### src/chm_pkg.sv
// Package for the chained hash identifier map.
// Holds operation codes, controller states and the command and status structs.
// No dependencies.
package chm_pkg;

    localparam logic [1:0] MODE_INSERT = 2'd0;
    localparam logic [1:0] MODE_REMOVE = 2'd1;
    localparam logic [1:0] MODE_LOOKUP = 2'd2;
    localparam logic [1:0] MODE_CLEAR  = 2'd3;

    localparam int KEY_W   = 32;
    localparam int VALUE_W = 32;

    typedef enum logic [3:0] {
        ST_IDLE,
        ST_HASH,
        ST_HEAD_LD,
        ST_CMP,
        ST_HIT,
        ST_RELEASE,
        ST_MISS,
        ST_ALLOC_FREE,
        ST_RES
    } ctrl_state_t;

    typedef enum logic [3:0] {
        DP_NOP,
        DP_START,
        DP_HEAD_RD,
        DP_HEAD_LD,
        DP_ADVANCE,
        DP_UPD,
        DP_FREE_RD,
        DP_ALLOC_FREE,
        DP_ALLOC_FRESH,
        DP_UNLINK,
        DP_RELEASE,
        DP_CLEAR
    } dp_op_t;

    typedef struct packed {
        dp_op_t op;
        logic   res_ld;
        logic   found;
        logic   full;
        logic   show;
    } dp_cmd_t;

    typedef struct packed {
        logic [1:0] mode;
        logic       hash_done;
        logic       head_null;
        logic       key_match;
        logic       link_null;
        logic       walk_last;
        logic       free_valid;
        logic       fresh_avail;
    } dp_status_t;

endpackage

### src/chm_ctrl.sv
// Controller of the hash map: sequences hash, chain walk and update.
// Depends on chm_pkg.
module chm_ctrl (
    input  logic                clk,
    input  logic                rst_n,
    input  logic                s_tvalid,
    output logic                s_tready,
    output logic                m_tvalid,
    input  logic                m_tready,
    output chm_pkg::dp_cmd_t    cmd,
    input  chm_pkg::dp_status_t status
);
    import chm_pkg::*;

    ctrl_state_t state_reg, state_next;
    logic        hit_reg, hit_next;
    logic        full_reg, full_next;
    logic        mval_reg, mval_next;
    logic        out_free;

    assign out_free = !mval_reg || m_tready;

    always_comb
    begin
        state_next = state_reg;
        hit_next   = hit_reg;
        full_next  = full_reg;
        mval_next  = mval_reg && !m_tready;
        s_tready   = 1'b0;
        cmd.op     = DP_NOP;
        cmd.res_ld = 1'b0;
        cmd.found  = hit_reg;
        cmd.full   = full_reg;
        cmd.show   = hit_reg && (status.mode == MODE_LOOKUP);
        unique case (state_reg)
            ST_IDLE:
            begin
                s_tready = 1'b1;
                if (s_tvalid)
                begin
                    cmd.op     = DP_START;
                    hit_next   = 1'b0;
                    full_next  = 1'b0;
                    state_next = ST_HASH;
                end
            end
            ST_HASH:
            begin
                if (status.mode == MODE_CLEAR)
                begin
                    cmd.op     = DP_CLEAR;
                    state_next = ST_RES;
                end
                else if (status.hash_done)
                begin
                    cmd.op     = DP_HEAD_RD;
                    state_next = ST_HEAD_LD;
                end
            end
            ST_HEAD_LD:
            begin
                cmd.op     = DP_HEAD_LD;
                state_next = status.head_null ? ST_MISS : ST_CMP;
            end
            ST_CMP:
            begin
                if (status.key_match)
                begin
                    state_next = ST_HIT;
                end
                else if (status.link_null || status.walk_last)
                begin
                    state_next = ST_MISS;
                end
                else
                begin
                    cmd.op = DP_ADVANCE;
                end
            end
            ST_HIT:
            begin
                hit_next   = 1'b1;
                state_next = ST_RES;
                case (status.mode)
                    MODE_INSERT:
                    begin
                        cmd.op = DP_UPD;
                    end
                    MODE_REMOVE:
                    begin
                        cmd.op     = DP_UNLINK;
                        state_next = ST_RELEASE;
                    end
                    default:
                    begin
                    end
                endcase
            end
            ST_RELEASE:
            begin
                cmd.op     = DP_RELEASE;
                state_next = ST_RES;
            end
            ST_MISS:
            begin
                state_next = ST_RES;
                if (status.mode == MODE_INSERT)
                begin
                    if (status.free_valid)
                    begin
                        cmd.op     = DP_FREE_RD;
                        state_next = ST_ALLOC_FREE;
                    end
                    else if (status.fresh_avail)
                    begin
                        cmd.op = DP_ALLOC_FRESH;
                    end
                    else
                    begin
                        full_next = 1'b1;
                    end
                end
            end
            ST_ALLOC_FREE:
            begin
                cmd.op     = DP_ALLOC_FREE;
                state_next = ST_RES;
            end
            ST_RES:
            begin
                // hold until the output register is free
                if (out_free)
                begin
                    cmd.res_ld = 1'b1;
                    mval_next  = 1'b1;
                    state_next = ST_IDLE;
                end
            end
            default:
            begin
                state_next = ST_IDLE;
            end
        endcase
    end

    always_ff @(posedge clk or negedge rst_n)
    begin
        if (!rst_n)
        begin
            state_reg <= ST_IDLE;
            hit_reg   <= 1'b0;
            full_reg  <= 1'b0;
            mval_reg  <= 1'b0;
        end
        else
        begin
            state_reg <= state_next;
            hit_reg   <= hit_next;
            full_reg  <= full_next;
            mval_reg  <= mval_next;
        end
    end

    assign m_tvalid = mval_reg;

endmodule

### config.mk
export PLATFORM = sky130hd
export DESIGN_NAME = chm_ctrl
export DESIGN_NICKNAME = d
export VERILOG_FILES = /design/src/chm_pkg.sv /design/src/chm_ctrl.sv
export SDC_FILE = /design/constraint.sdc
export NUM_CORES = 1
export LEC_CHECK = 0
export ABC_CLOCK_PERIOD_IN_PS = 4420
export BUFFER_PORTS_ARGS = -buffer_cell sky130_fd_sc_hd__buf_2
export CAP_MARGIN = 25
export CORE_AREA = 3 3 40 42
export DETAILED_ROUTE_END_ITERATION = 7
export DIE_AREA = 0 0 43 45
export PLACE_DENSITY = 0.77
export SLEW_MARGIN = 20
export SYNTH_ARGS = -nofsm -noshare
export SYNTH_HDL_FRONTEND = slang
export SYNTH_SLANG_ARGS = --single-unit
export TNS_END_PERCENT = 10
### constraint.sdc
create_clock -name clk -period 4.42 [get_ports clk]
set_input_delay 0 -clock clk [delete_from_list [all_inputs] [get_ports clk]]
set_output_delay 0 -clock clk [all_outputs]
set_load 0.01 [all_outputs]
After elaboration in Yosys (flattened, before gate mapping)
Index checks and enable logic that the tools add are counted.

word-level totals
  ROM bits = 0
  bits in writable memories = 0
  latch bits = 0
  bits of input ports = 13
  output and inout port bits = 10
  register bits = 7
  logic and storage cells = 68
  memories kept = 0

cells by class
  muxes and demuxes = 32
  $mul = 0
  bitwise operators = 0
  div/mod/pow operators = 0
  reductions and logical operators = 14
  eq/ne operators = 18
  $lt $le $gt $ge = 0
  shifts and indexed selects = 0
  $add $sub $neg = 0

operators with widths
  cell                number
  $pmux 4 s8          2
  $mux 4              13
  $eq 4x3->1 const B  4
  $mux 1              10
  $ne 2x2->1 const B  5
  $mux 3              3
  $eq 4x2->1 const B  2
  $pmux 4 s2          1
  $ne 3x3->1 const B  2
  $reduce_and 5->1    1
  $eq 2x2->1 const B  2
  $eq 4x1->1 const B  1
  $eq 4x4->1 const B  1
  $logic_not 4->1     1
  $pmux 1 s2          2
  $reduce_and 4->1    1
  $reduce_bool 2->1   2
  $eq 2x1->1 const B  1
  $logic_and 1x1->1   2
  $logic_not 1->1     2
  $logic_not 2->1     1
  $logic_or 1x1->1    2
  $mux 2              1
  $reduce_and 2->1    1
  $reduce_or 2->1     1

Logic depth before layout (Yosys ltp)
Gate-level depths: netlist (run 1).

  depth in word-level cells = 4
  gate-level depth with buffers = 6
  depth with buffers taken out = 4

Worst setup path after synthesis (run 1)
OpenSTA, ideal clock, no wires.

  kind = register -> register
  start = register state_reg[1]
  end = register state_reg[0]
  data arrival time = 1698 ps
  stages on the path, launching flop included = 6
  path buffers = 1
  setup slack = 2594 ps
  library setup time = 128 ps
  required time = 4292 ps
  clock period less this slack = 1826 ps
  path through = dfrtp_1 buf_6 or4b_4 or3_1 o41ai_1 mux2_1

between the ends
  word-level cells in the longest chain between the ends = 3
  elaborated cells on any way between the ends = 16
  classes of those cells = 12 x eq/ne; 1 x mux; 3 x reduce/logical

RTL lines
  item                                                     line             RTL
  start, declared                                          chm_ctrl.sv:15   ctrl_state_t state_reg, state_next;
  start signal, assigned                                   chm_ctrl.sv:157  state_reg <= state_next;
  $eq 4x3->1, or another cell as far along                 chm_ctrl.sv:35   unique case (state_reg)
  $reduce_or 2->1 (no line), or another cell as far along  n/a
  $pmux 4 s8 or $reduce_and 4->1 (tied branches)           n/a

Several ways; a longest one is shown, not always the timed one.
A chain may end at the register's enable or synchronous reset.

==> run metrics, run 1 <==
Synth async-reset ratio=100%; number of flip-flops in the largest register=4; Post-synth EDFFs=0; Core Footprint=0.00128 mm^2; Post-Route WL=1670 um; slack of the critical path=2.30 ns; drt initial violations=12; hold path depth=2; Commonest cells post-synth=a21oi_1, nand2_1, clkbuf_1, dfrtp_1, nor2_1; # rows=13; synth unique cells=32; Post-Synth Simple-Gate Area=25.9%; GRT Residual Overflow=0; P_leak=0.000368 uW; Port Buffers=22; Final period util=48.0%; Post-Syn Area per Cell=7.45 um^2; Worst Setup End Kind=output port; post-synthesis adder-cell area fraction=0%; via count=710; Netlist Area Pre-Place=633 um^2; GP Congestion=0.814; FILL cells=125; H-tree lvl count=1; Synth area leader=dfrtp_1; crit path DAT=2.12 ns; n_diodes=0; clock sink count=7; largest vdd supply drop=0.304 mV; clock skew=0.00302 ns; crit path launch type=flop; Yosys reg bits=7; drc violations=0; f_max=471 MHz; synth warn=0; vias in the first global route=646; Synth Net Count=98; Worst-Margin Slew=0.561 ns; Synth Area in Compound Gates=33.0%; final HPWL from detailed placement=1200 um; Post-DRT Antenna Nets=0; die footprint=0.00194 mm^2; Worst Path Max Fanout=19; maximum root-to-sink buffer count=2; largest net degree at the start of global routing=21; hold slack=0.0305 ns; mux cell area share after synthesis=3.36%; TritonCTS Buffers=3; largest family of logic cells by synthesized area=compound AO/OA/AOI/OAI gates; post-CTS setup buffers=0; Setup violations, final=0; xor/xnor share of the synthesized area=0%; unrepaired setup endpoints after global routing=false; Area Overhead vs Synth=20.9%; Relative slew margins=62.6%; drt pass-1 iters=4; total track usage=18.5%; post-synth top area share=27.7%; cells after synthesis=85; die width=43 um; WS Path Type=reg -> out; Skew-Pair Late Insertion Delay=0.25 ns; Clk pin slew, worst setup/hold paths=0.05 ns; CTS tree=yes; final hold vios=0; Critical Path RT=4.42 ns; Die Y=45 um; Starting Density=49.3%; Root Buffer=clkbuf_4; I/O pin count=23; Wirelength per Cell=14.0 um; Synth area leaders=dfrtp_1, a21oi_1, nand2_1; Seq/Total Area, Yosys=27.7%; post-layout minimum cycle time=2.12 ns; initial antenna violation count=0; P per Cell Area=603 mW/mm^2; Nets=118; DP Worst Slack=2.34 ns; global-route wire length before repair=2770 um; DR vias/cell=5.97; dominant synthesized flop cell=dfrtp_1; fin. max-slew vios=0; Worst R2R Path Depth=4; max_cap viols=0; most frequent cell after synthesis=a21oi_1; status=completed; setup total negative slack=0 ns; Worst Hold Class=in -> reg; layout cell share with drive strength beyond 1=25.0%
cell type report:
type	instances	area (um^2)	area share, %
multi-input combinational	65	394	51.5
inverter	3	11.3	1.47
clock buffer	4	26.3	3.43
timing repair buffer	25	140	18.3
sequential	7	175	22.9
tap	15	18.8	2.45
placed cells by master, fill, tap and decap left out, types with 2 or more instances in the layout:
master	instances
buf_2	22
a21oi_1	10
nand2_1	8
dfrtp_1	7
nor2_1	6
o21ai_0	5
nor4_1	3
inv_1	3
nor3_1	3
a21o_1	3
o41ai_1	3
clkbuf_4	3
dlygate4sd3_1	3
o21bai_1	2
nor2b_1	2
a311oi_1	2
or3_1	2
nand3_1	2
what timing repair did:
item | in CTS | in global routing
hold endpoints to repair | 9 | 0
gates resized for setup | 0 | 0
hold buffers | 3 | 0
cell families after synthesis:
group | count (synthesis)
simple gates | 31
compound gates | 32
mux | 2
buf+inv | 13
flops | 7
metrics by stage:
stage	instance area [um^2]	total power, uW	utilization (%)	std cells
2_1_floorplan	633	337	-	85
3_3_place_gp	709	394	55.2	112
3_5_place_dp	709	400	55.2	112
4_1_cts	766	463	59.6	119
5_1_grt	766	506	59.6	119
6_report	766	462	59.6	119
per-layer routing:
layer | part of all wire, % | global-route usage (%) | vias to the layer above | wire [um]
li1 | - | - | 355 | -
met1 | 45 | 24.8 | 324 | 743
met2 | 49 | 30.5 | 31 | 812
met3 | 6.6 | 4.78 | 0 | 110
met4 | 0 | 3.61 | 0 | 0
met5 | 0 | 0 | - | 0
critical path, cell delays in order (launching register included):
cell and delay [ns]:
dfrtp_1 0.69, nand2_1 0.23, nor4_1 0.37, nor2_1 0.10
a311oi_1 0.29, buf_2 0.19
power breakdown:
group,internal (uW),switching (uW)
sequential,88.0,71.7
clock,34.5,24.2
combinational,118,126
path summary, 6_finish.rpt:
| check | start | to | slack [ns] |
|---|---|---|---|
| setup / recovery | state_reg[1] | cmd[6] | 2.30 |
| hold / removal | status[1] | full_reg | 0.03 |
| setup reg to reg | state_reg[0] | state_reg[0] | 2.33 |
| hold reg to reg | full_reg | full_reg | 0.48 |
| max in group asynchronous | rst_n | full_reg | 4.15 |
| min in group asynchronous | rst_n | m_tvalid | 0.11 |
Note: power is estimated with default switching activity, not from simulation.
==> run 2, diff against run 1 <==
--- a/config.mk
+++ b/config.mk
@@ -5,13 +5,13 @@
 export SDC_FILE = /design/constraint.sdc
 export NUM_CORES = 1
 export LEC_CHECK = 0
-export ABC_CLOCK_PERIOD_IN_PS = 4420
+export ABC_CLOCK_PERIOD_IN_PS = 2060
 export BUFFER_PORTS_ARGS = -buffer_cell sky130_fd_sc_hd__buf_2
 export CAP_MARGIN = 25
-export CORE_AREA = 3 3 40 42
+export CORE_MARGIN = 3
+export CORE_UTILIZATION = 47
 export DETAILED_ROUTE_END_ITERATION = 7
-export DIE_AREA = 0 0 43 45
-export PLACE_DENSITY = 0.77
+export PLACE_DENSITY = 0.76
 export SLEW_MARGIN = 20
 export SYNTH_ARGS = -nofsm -noshare
 export SYNTH_HDL_FRONTEND = slang
==> constraint.sdc (replaced) <==
create_clock -name clk -period 2.06 [get_ports clk]
set_input_delay 0 -clock clk [delete_from_list [all_inputs] [get_ports clk]]
set_output_delay 0 -clock clk [all_outputs]
set_load 0.01 [all_outputs]
==> run metrics, run 2 (same netlist as run 1, synthesis figures left out) <==
status=completed; Relative slew margins=74.5% (+12 points); cells along the critical path=or4b_4 > or3_1 > o41ai_1 > mux2_1; final HPWL from detailed placement=1180 um (-1.9%); Clk pin slew, worst setup/hold paths=0.05 ns (about the same); CTS tree=yes; Post-DRT Antenna Nets=0 (unchanged); slowest stage delay, CP=0.54 ns (-0.15 ns); hold slack=0.0379 ns (+0.00741 ns); vias in the first global route=616 (-4.6%); max_cap viols=0 (unchanged); P_leak=0.000389 uW (+5.6%); Worst R2R Setup Slack=0.23 ns (-2.10 ns); maximum root-to-sink buffer count=2 (unchanged); die width=42.7 um (-0.70%); TritonCTS Buffers=3 (unchanged); f_max=545 MHz; slack of the critical path=0.226 ns (-2.07 ns); Worst Hold Class=in -> reg; Top delay family on crit path=simple AND/OR/NAND/NOR gates; clock skew=0.000230 ns (-0.00279 ns); Wirelength per Cell=13.3 um (-5.3%); Nets=122 (+3.4%); total track usage=19.0% (+0.51 points); layout cell share with drive strength beyond 1=27.8% (+2.8 points); CP Buf/Inv Count=0 (-1); post-layout minimum cycle time=1.83 ns; global-route wire length before repair=2680 um (-3.0%); Skew-Pair Late Insertion Delay=0.24 ns (about the same); crit path DAT=1.96 ns (-0.16 ns); Area Overhead vs Synth=25.5%; clock sink count=7 (unchanged); Cell Area, Placed=738 um^2 (+4.1%); drt pass-1 iters=4 (unchanged); fin area=795 um^2 (+3.8%); # rows=12 (-1); Worst Path Max Fanout=3 (-16); DP Worst Slack=0.232 ns (-2.11 ns); Core Footprint=0.00119 mm^2 (-7.7%); setup total negative slack=0 ns (unchanged); Starting Density=53.4% (+4.1 points); Root Buffer=clkbuf_4; fin. max-slew vios=0 (unchanged); H-tree lvl count=1 (unchanged); number of flip-flops in the largest register=4 (unchanged); initial antenna violation count=0 (unchanged); GRT Residual Overflow=0 (unchanged); I/O pin count=23 (unchanged); Post-Route WL=1620 um (-2.9%); Critical-path top delay cell=or4b_4; Worst-Margin Slew=0.379 ns (-0.181 ns); commonest non-fill, non-tap cell in the layout=buf_2; largest net degree at the start of global routing=20 (-4.8%); Setup violations, final=0 (unchanged); Worst Setup End Kind=flop; commonest cells after routing, fill and taps aside=buf_2, a21oi_1, nand2_1; Critical Path RT=2.18 ns (-2.24 ns); Final period util=89.0%; via count=720 (+1.4%); n_diodes=0 (unchanged); drt initial violations=22 (+10); Die Y=42.7 um (-5.1%); largest vdd supply drop=0.777 mV (+160%); die footprint=0.00182 mm^2 (-5.8%); P per Cell Area=1310 mW/mm^2 (+120%); GP Congestion=0.803 (-1.3%); crit path launch type=flop; Finished Layout Cells=122 (+2.5%); WS Path Type=reg -> reg; Port Buffers=22 (unchanged); unrepaired setup endpoints after global routing=false; drc violations=0 (unchanged); final hold vios=0 (unchanged); Placed Instances=115 (+2.7%); DR vias/cell=5.90 (-1.1%)
-- run 2: cell count changes in the layout (fill, tap and decap cells not counted) --
cell / previous run / this run
buf_4: 0 / 4
-- run 2: through the flow --
stage | util (%) | power (uW)
3_5_place_dp | 62.2 | 913
2_1_floorplan | - | 723
4_1_cts | 67.0 | 1040
6_report | 67.0 | 1040
5_1_grt | 67.0 | 1140
3_3_place_gp | 62.2 | 894
-- run 2: cell type report --
type	count	area [um^2]
fill	114	392
multi-input combinational	65	394
timing repair buffer	29	170
clock buffer	4	26.3
sequential	7	175
inverter	3	11.3
tap	14	17.5
-- run 2: metal layers --
metal  vias up  routed length, um  track usage, %
met5         -                  0               0
li1        364                  -               -
met2        29                745            28.4
met1       323                747            25.5
met4         0                 21            4.97
met3         4                103            7.20
-- run 2: timing repair --
| item | 4_1_cts | 5_1_grt |
|---|---|---|
| hold buffers | 3 | 0 |
| gates resized for setup | 0 | 0 |
| buffers inserted | 0 | 0 |
| endpoints found under the hold margin | 9 | 0 |
-- run 2: worst paths after layout --
check,startpoint,end,depth (start not counted)
worst max-delay path,state_reg[2],state_reg[0],4
worst min-delay path,status[1],full_reg,2
worst max register to register,state_reg[2],state_reg[0],4
worst min register to register,full_reg,full_reg,2
max in group asynchronous,rst_n,full_reg,2
min in group asynchronous,rst_n,state_reg[2],2
-- run 2: worst reg2reg max path, cell delays in order (launching register included) --
cell     delay, ns
dfrtp_1       0.37
or4b_4        0.54
or3_1         0.35
o41ai_1       0.09
mux2_1        0.36
-- run 2: report_power, final --
group          leakage [uW]  internal, uW  switching, uW
registers         0.0000929           191           29.1
logic              0.000281           295            405
clock network     0.0000150          73.4           43.2
total              0.000389           560            477
==> run 3, diff against run 2 <==
--- a/config.mk
+++ b/config.mk
@@ -8,10 +8,12 @@
 export ABC_CLOCK_PERIOD_IN_PS = 2060
 export BUFFER_PORTS_ARGS = -buffer_cell sky130_fd_sc_hd__buf_2
 export CAP_MARGIN = 25
+export CELL_PAD_IN_SITES_DETAIL_PLACEMENT = 0
+export CELL_PAD_IN_SITES_GLOBAL_PLACEMENT = 2
 export CORE_MARGIN = 3
-export CORE_UTILIZATION = 47
+export CORE_UTILIZATION = 25
 export DETAILED_ROUTE_END_ITERATION = 7
-export PLACE_DENSITY = 0.76
+export PLACE_DENSITY_LB_ADDON = 0.1
 export SLEW_MARGIN = 20
 export SYNTH_ARGS = -nofsm -noshare
 export SYNTH_HDL_FRONTEND = slang
==> run metrics, run 3 (same netlist as run 1, synthesis figures left out) <==
status=completed; DP Worst Slack=0.246 ns (+0.0147 ns); die width=56.3 um (+32%); largest vdd supply drop=0.586 mV (-25%); Int Power=562 uW (+0.40%); TritonCTS Buffers=3 (unchanged); Worst Setup End Kind=flop; CP Buf/Inv Count=2 (+2); commonest non-fill, non-tap cell in the layout=buf_2; Worst R2R Path Depth=5 (+1); total track usage=13.3% (-5.7 points); via count=736 (+2.2%); hold slack=0.106 ns (+0.0680 ns); Reg power frac=20.8% (-0.5 points); worst r2r src=state_reg[0]; post-CTS setup buffers=0 (unchanged); Cell Area, Placed=756 um^2 (+2.4%); post-layout util=36.0% (-31 points); commonest cells after routing, fill and taps aside=buf_2, a21oi_1, nand2_1; die footprint=0.00317 mm^2 (+74%); Skew-Pair Late Insertion Delay=0.26 ns (+0.02 ns); clock sink count=7 (unchanged); WS Path Type=reg -> reg; crit path launch type=flop; Die Y=56.3 um (+32%); GRT Residual Overflow=0 (unchanged); number of flip-flops in the largest register=4 (unchanged); logic gate share of total power=66.7% (-0.8 points); switching pwr=495 uW (+3.8%); slack of the critical path=0.185 ns (-0.0411 ns); Clk pin slew, worst setup/hold paths=0.06 ns (about the same); # rows=17 (+5); Sw Ratio=46.9% (+0.82 points); slowest stage delay, CP=0.58 ns (+0.04 ns); H-tree lvl count=1 (unchanged); Setup violations, final=0 (unchanged); largest net degree at the start of global routing=20 (unchanged); drc violations=0 (unchanged); Worst-Margin Slew=0.371 ns (-0.00793 ns); Nets=123 (+0.82%); Worst Path Max Fanout=19 (+16); max_cap viols=0 (unchanged); n_diodes=0 (unchanged); fin. max-slew vios=0 (unchanged); f_max=533 MHz (-2.2%); final hold vios=0 (unchanged); Clock power frac=12.5% (+1.3 points); P per Cell Area=1280 mW/mm^2 (-2.1%); drt initial violations=15 (-32%); initial antenna violation count=0 (unchanged); Area Overhead vs Synth=30.6%; P_leak=0.000397 uW (+2.1%); CTS tree=yes; unrepaired setup endpoints after global routing=false; crit path DAT=2.07 ns (+0.11 ns); Worst R2R Setup Slack=0.19 ns (-0.04 ns); drt pass-1 iters=4 (unchanged); final HPWL from detailed placement=1340 um (+14%); post-layout minimum cycle time=1.87 ns (+0.0411 ns); Worst Hold Class=in -> async; I/O pin count=23 (unchanged); layout cell share with drive strength beyond 1=28.4% (+0.66 points); global-route wire length before repair=3370 um (+25%); Critical-path top delay cell=dlygate4sd3_1; Post-DRT Antenna Nets=0 (unchanged); Root Buffer=clkbuf_4; Wirelength per Cell=13.7 um (+3.4%); Core Footprint=0.00230 mm^2 (+94%); Starting Density=27.6% (-26 points); Critical Path RT=2.26 ns (+0.08 ns); setup total negative slack=0 ns (unchanged); clock skew=0.00213 ns (+0.00190 ns); Port Buffers=22 (unchanged); fin area=827 um^2 (+4.1%); cells along the critical path=buf_4 > nor3_2 > nand3_1 > o31ai_1 > dlygate4sd3_1; maximum root-to-sink buffer count=2 (unchanged); GP Congestion=0.728 (-9.4%); reg2reg end=full_reg; Top delay family on crit path=buffers and inverters; Relative slew margins=75.0% (+0.49 points); Post-Route WL=1880 um (+16%); vias in the first global route=752 (+22%); DR vias/cell=5.37 (-9.0%); Final period util=91.0% (+2.0 points)
## run 3: worst register-to-register path, cell delays in order, from the launching register on
cell and delay [ns]:
dfrtp_1 0.38, buf_4 0.20, nor3_2 0.29, nand3_1 0.16
o31ai_1 0.21, dlygate4sd3_1 0.58
## run 3: how the worst max path moves through the flow
stage | slack (ns) | end | cells after the start | start
floorplan | 0.23 | state_reg[0] | 5 | state_reg[1]
global placement | 0.26 | state_reg[0] | 4 | state_reg[2]
detailed placement | 0.25 | state_reg[0] | 4 | state_reg[2]
CTS | 0.12 | full_reg | 5 | state_reg[0]
global route | 0.05 | full_reg | 5 | state_reg[0]
finish | 0.19 | full_reg | 5 | state_reg[0]
## run 3: power by group through the flow
| stage | Combinational, uW | Clock [uW] | Sequential, uW |
|---|---|---|---|
| after floorplan | 495 | 0 | 228 |
| after global placement | 711 | 0 | 219 |
| after detailed placement | 703 | 0 | 224 |
| after CTS | 713 | 138 | 221 |
| after global routing | 792 | 146 | 226 |
| final | 705 | 132 | 220 |
## run 3: timing repair
action / CTS / global route
endpoints found under the hold margin: 9 / 0
gates resized for setup: 0 / 1
endpoints found under the setup margin: 0 / 2
hold buffers: 4 / 0
## run 3: routing by layer
metal  track usage, %  part of all wire [%]  wire length (um)
met1             16.5                    49               920
met2             22.0                    46               857
met3             1.38                   2.6                49
met4             8.14                   2.7                51
met5                0                     0                 0
## run 3: layout make-up
cell class                      instances  area [um^2]
Tap cell                               28         35.0
Inverter                                3         11.3
Multi-Input combinational cell         65          399
Timing Repair Buffer                   30          180
Clock buffer                            4         26.3
Fill cell                             265         1470
Sequential cell                         7          175
## run 3: stage by stage
stage                     total power (uW)  std cells
after floorplan                        723         85
after global placement                 931        129
after detailed placement               927        129
after CTS                             1070        137
after global routing                  1170        137
final                                 1060        137
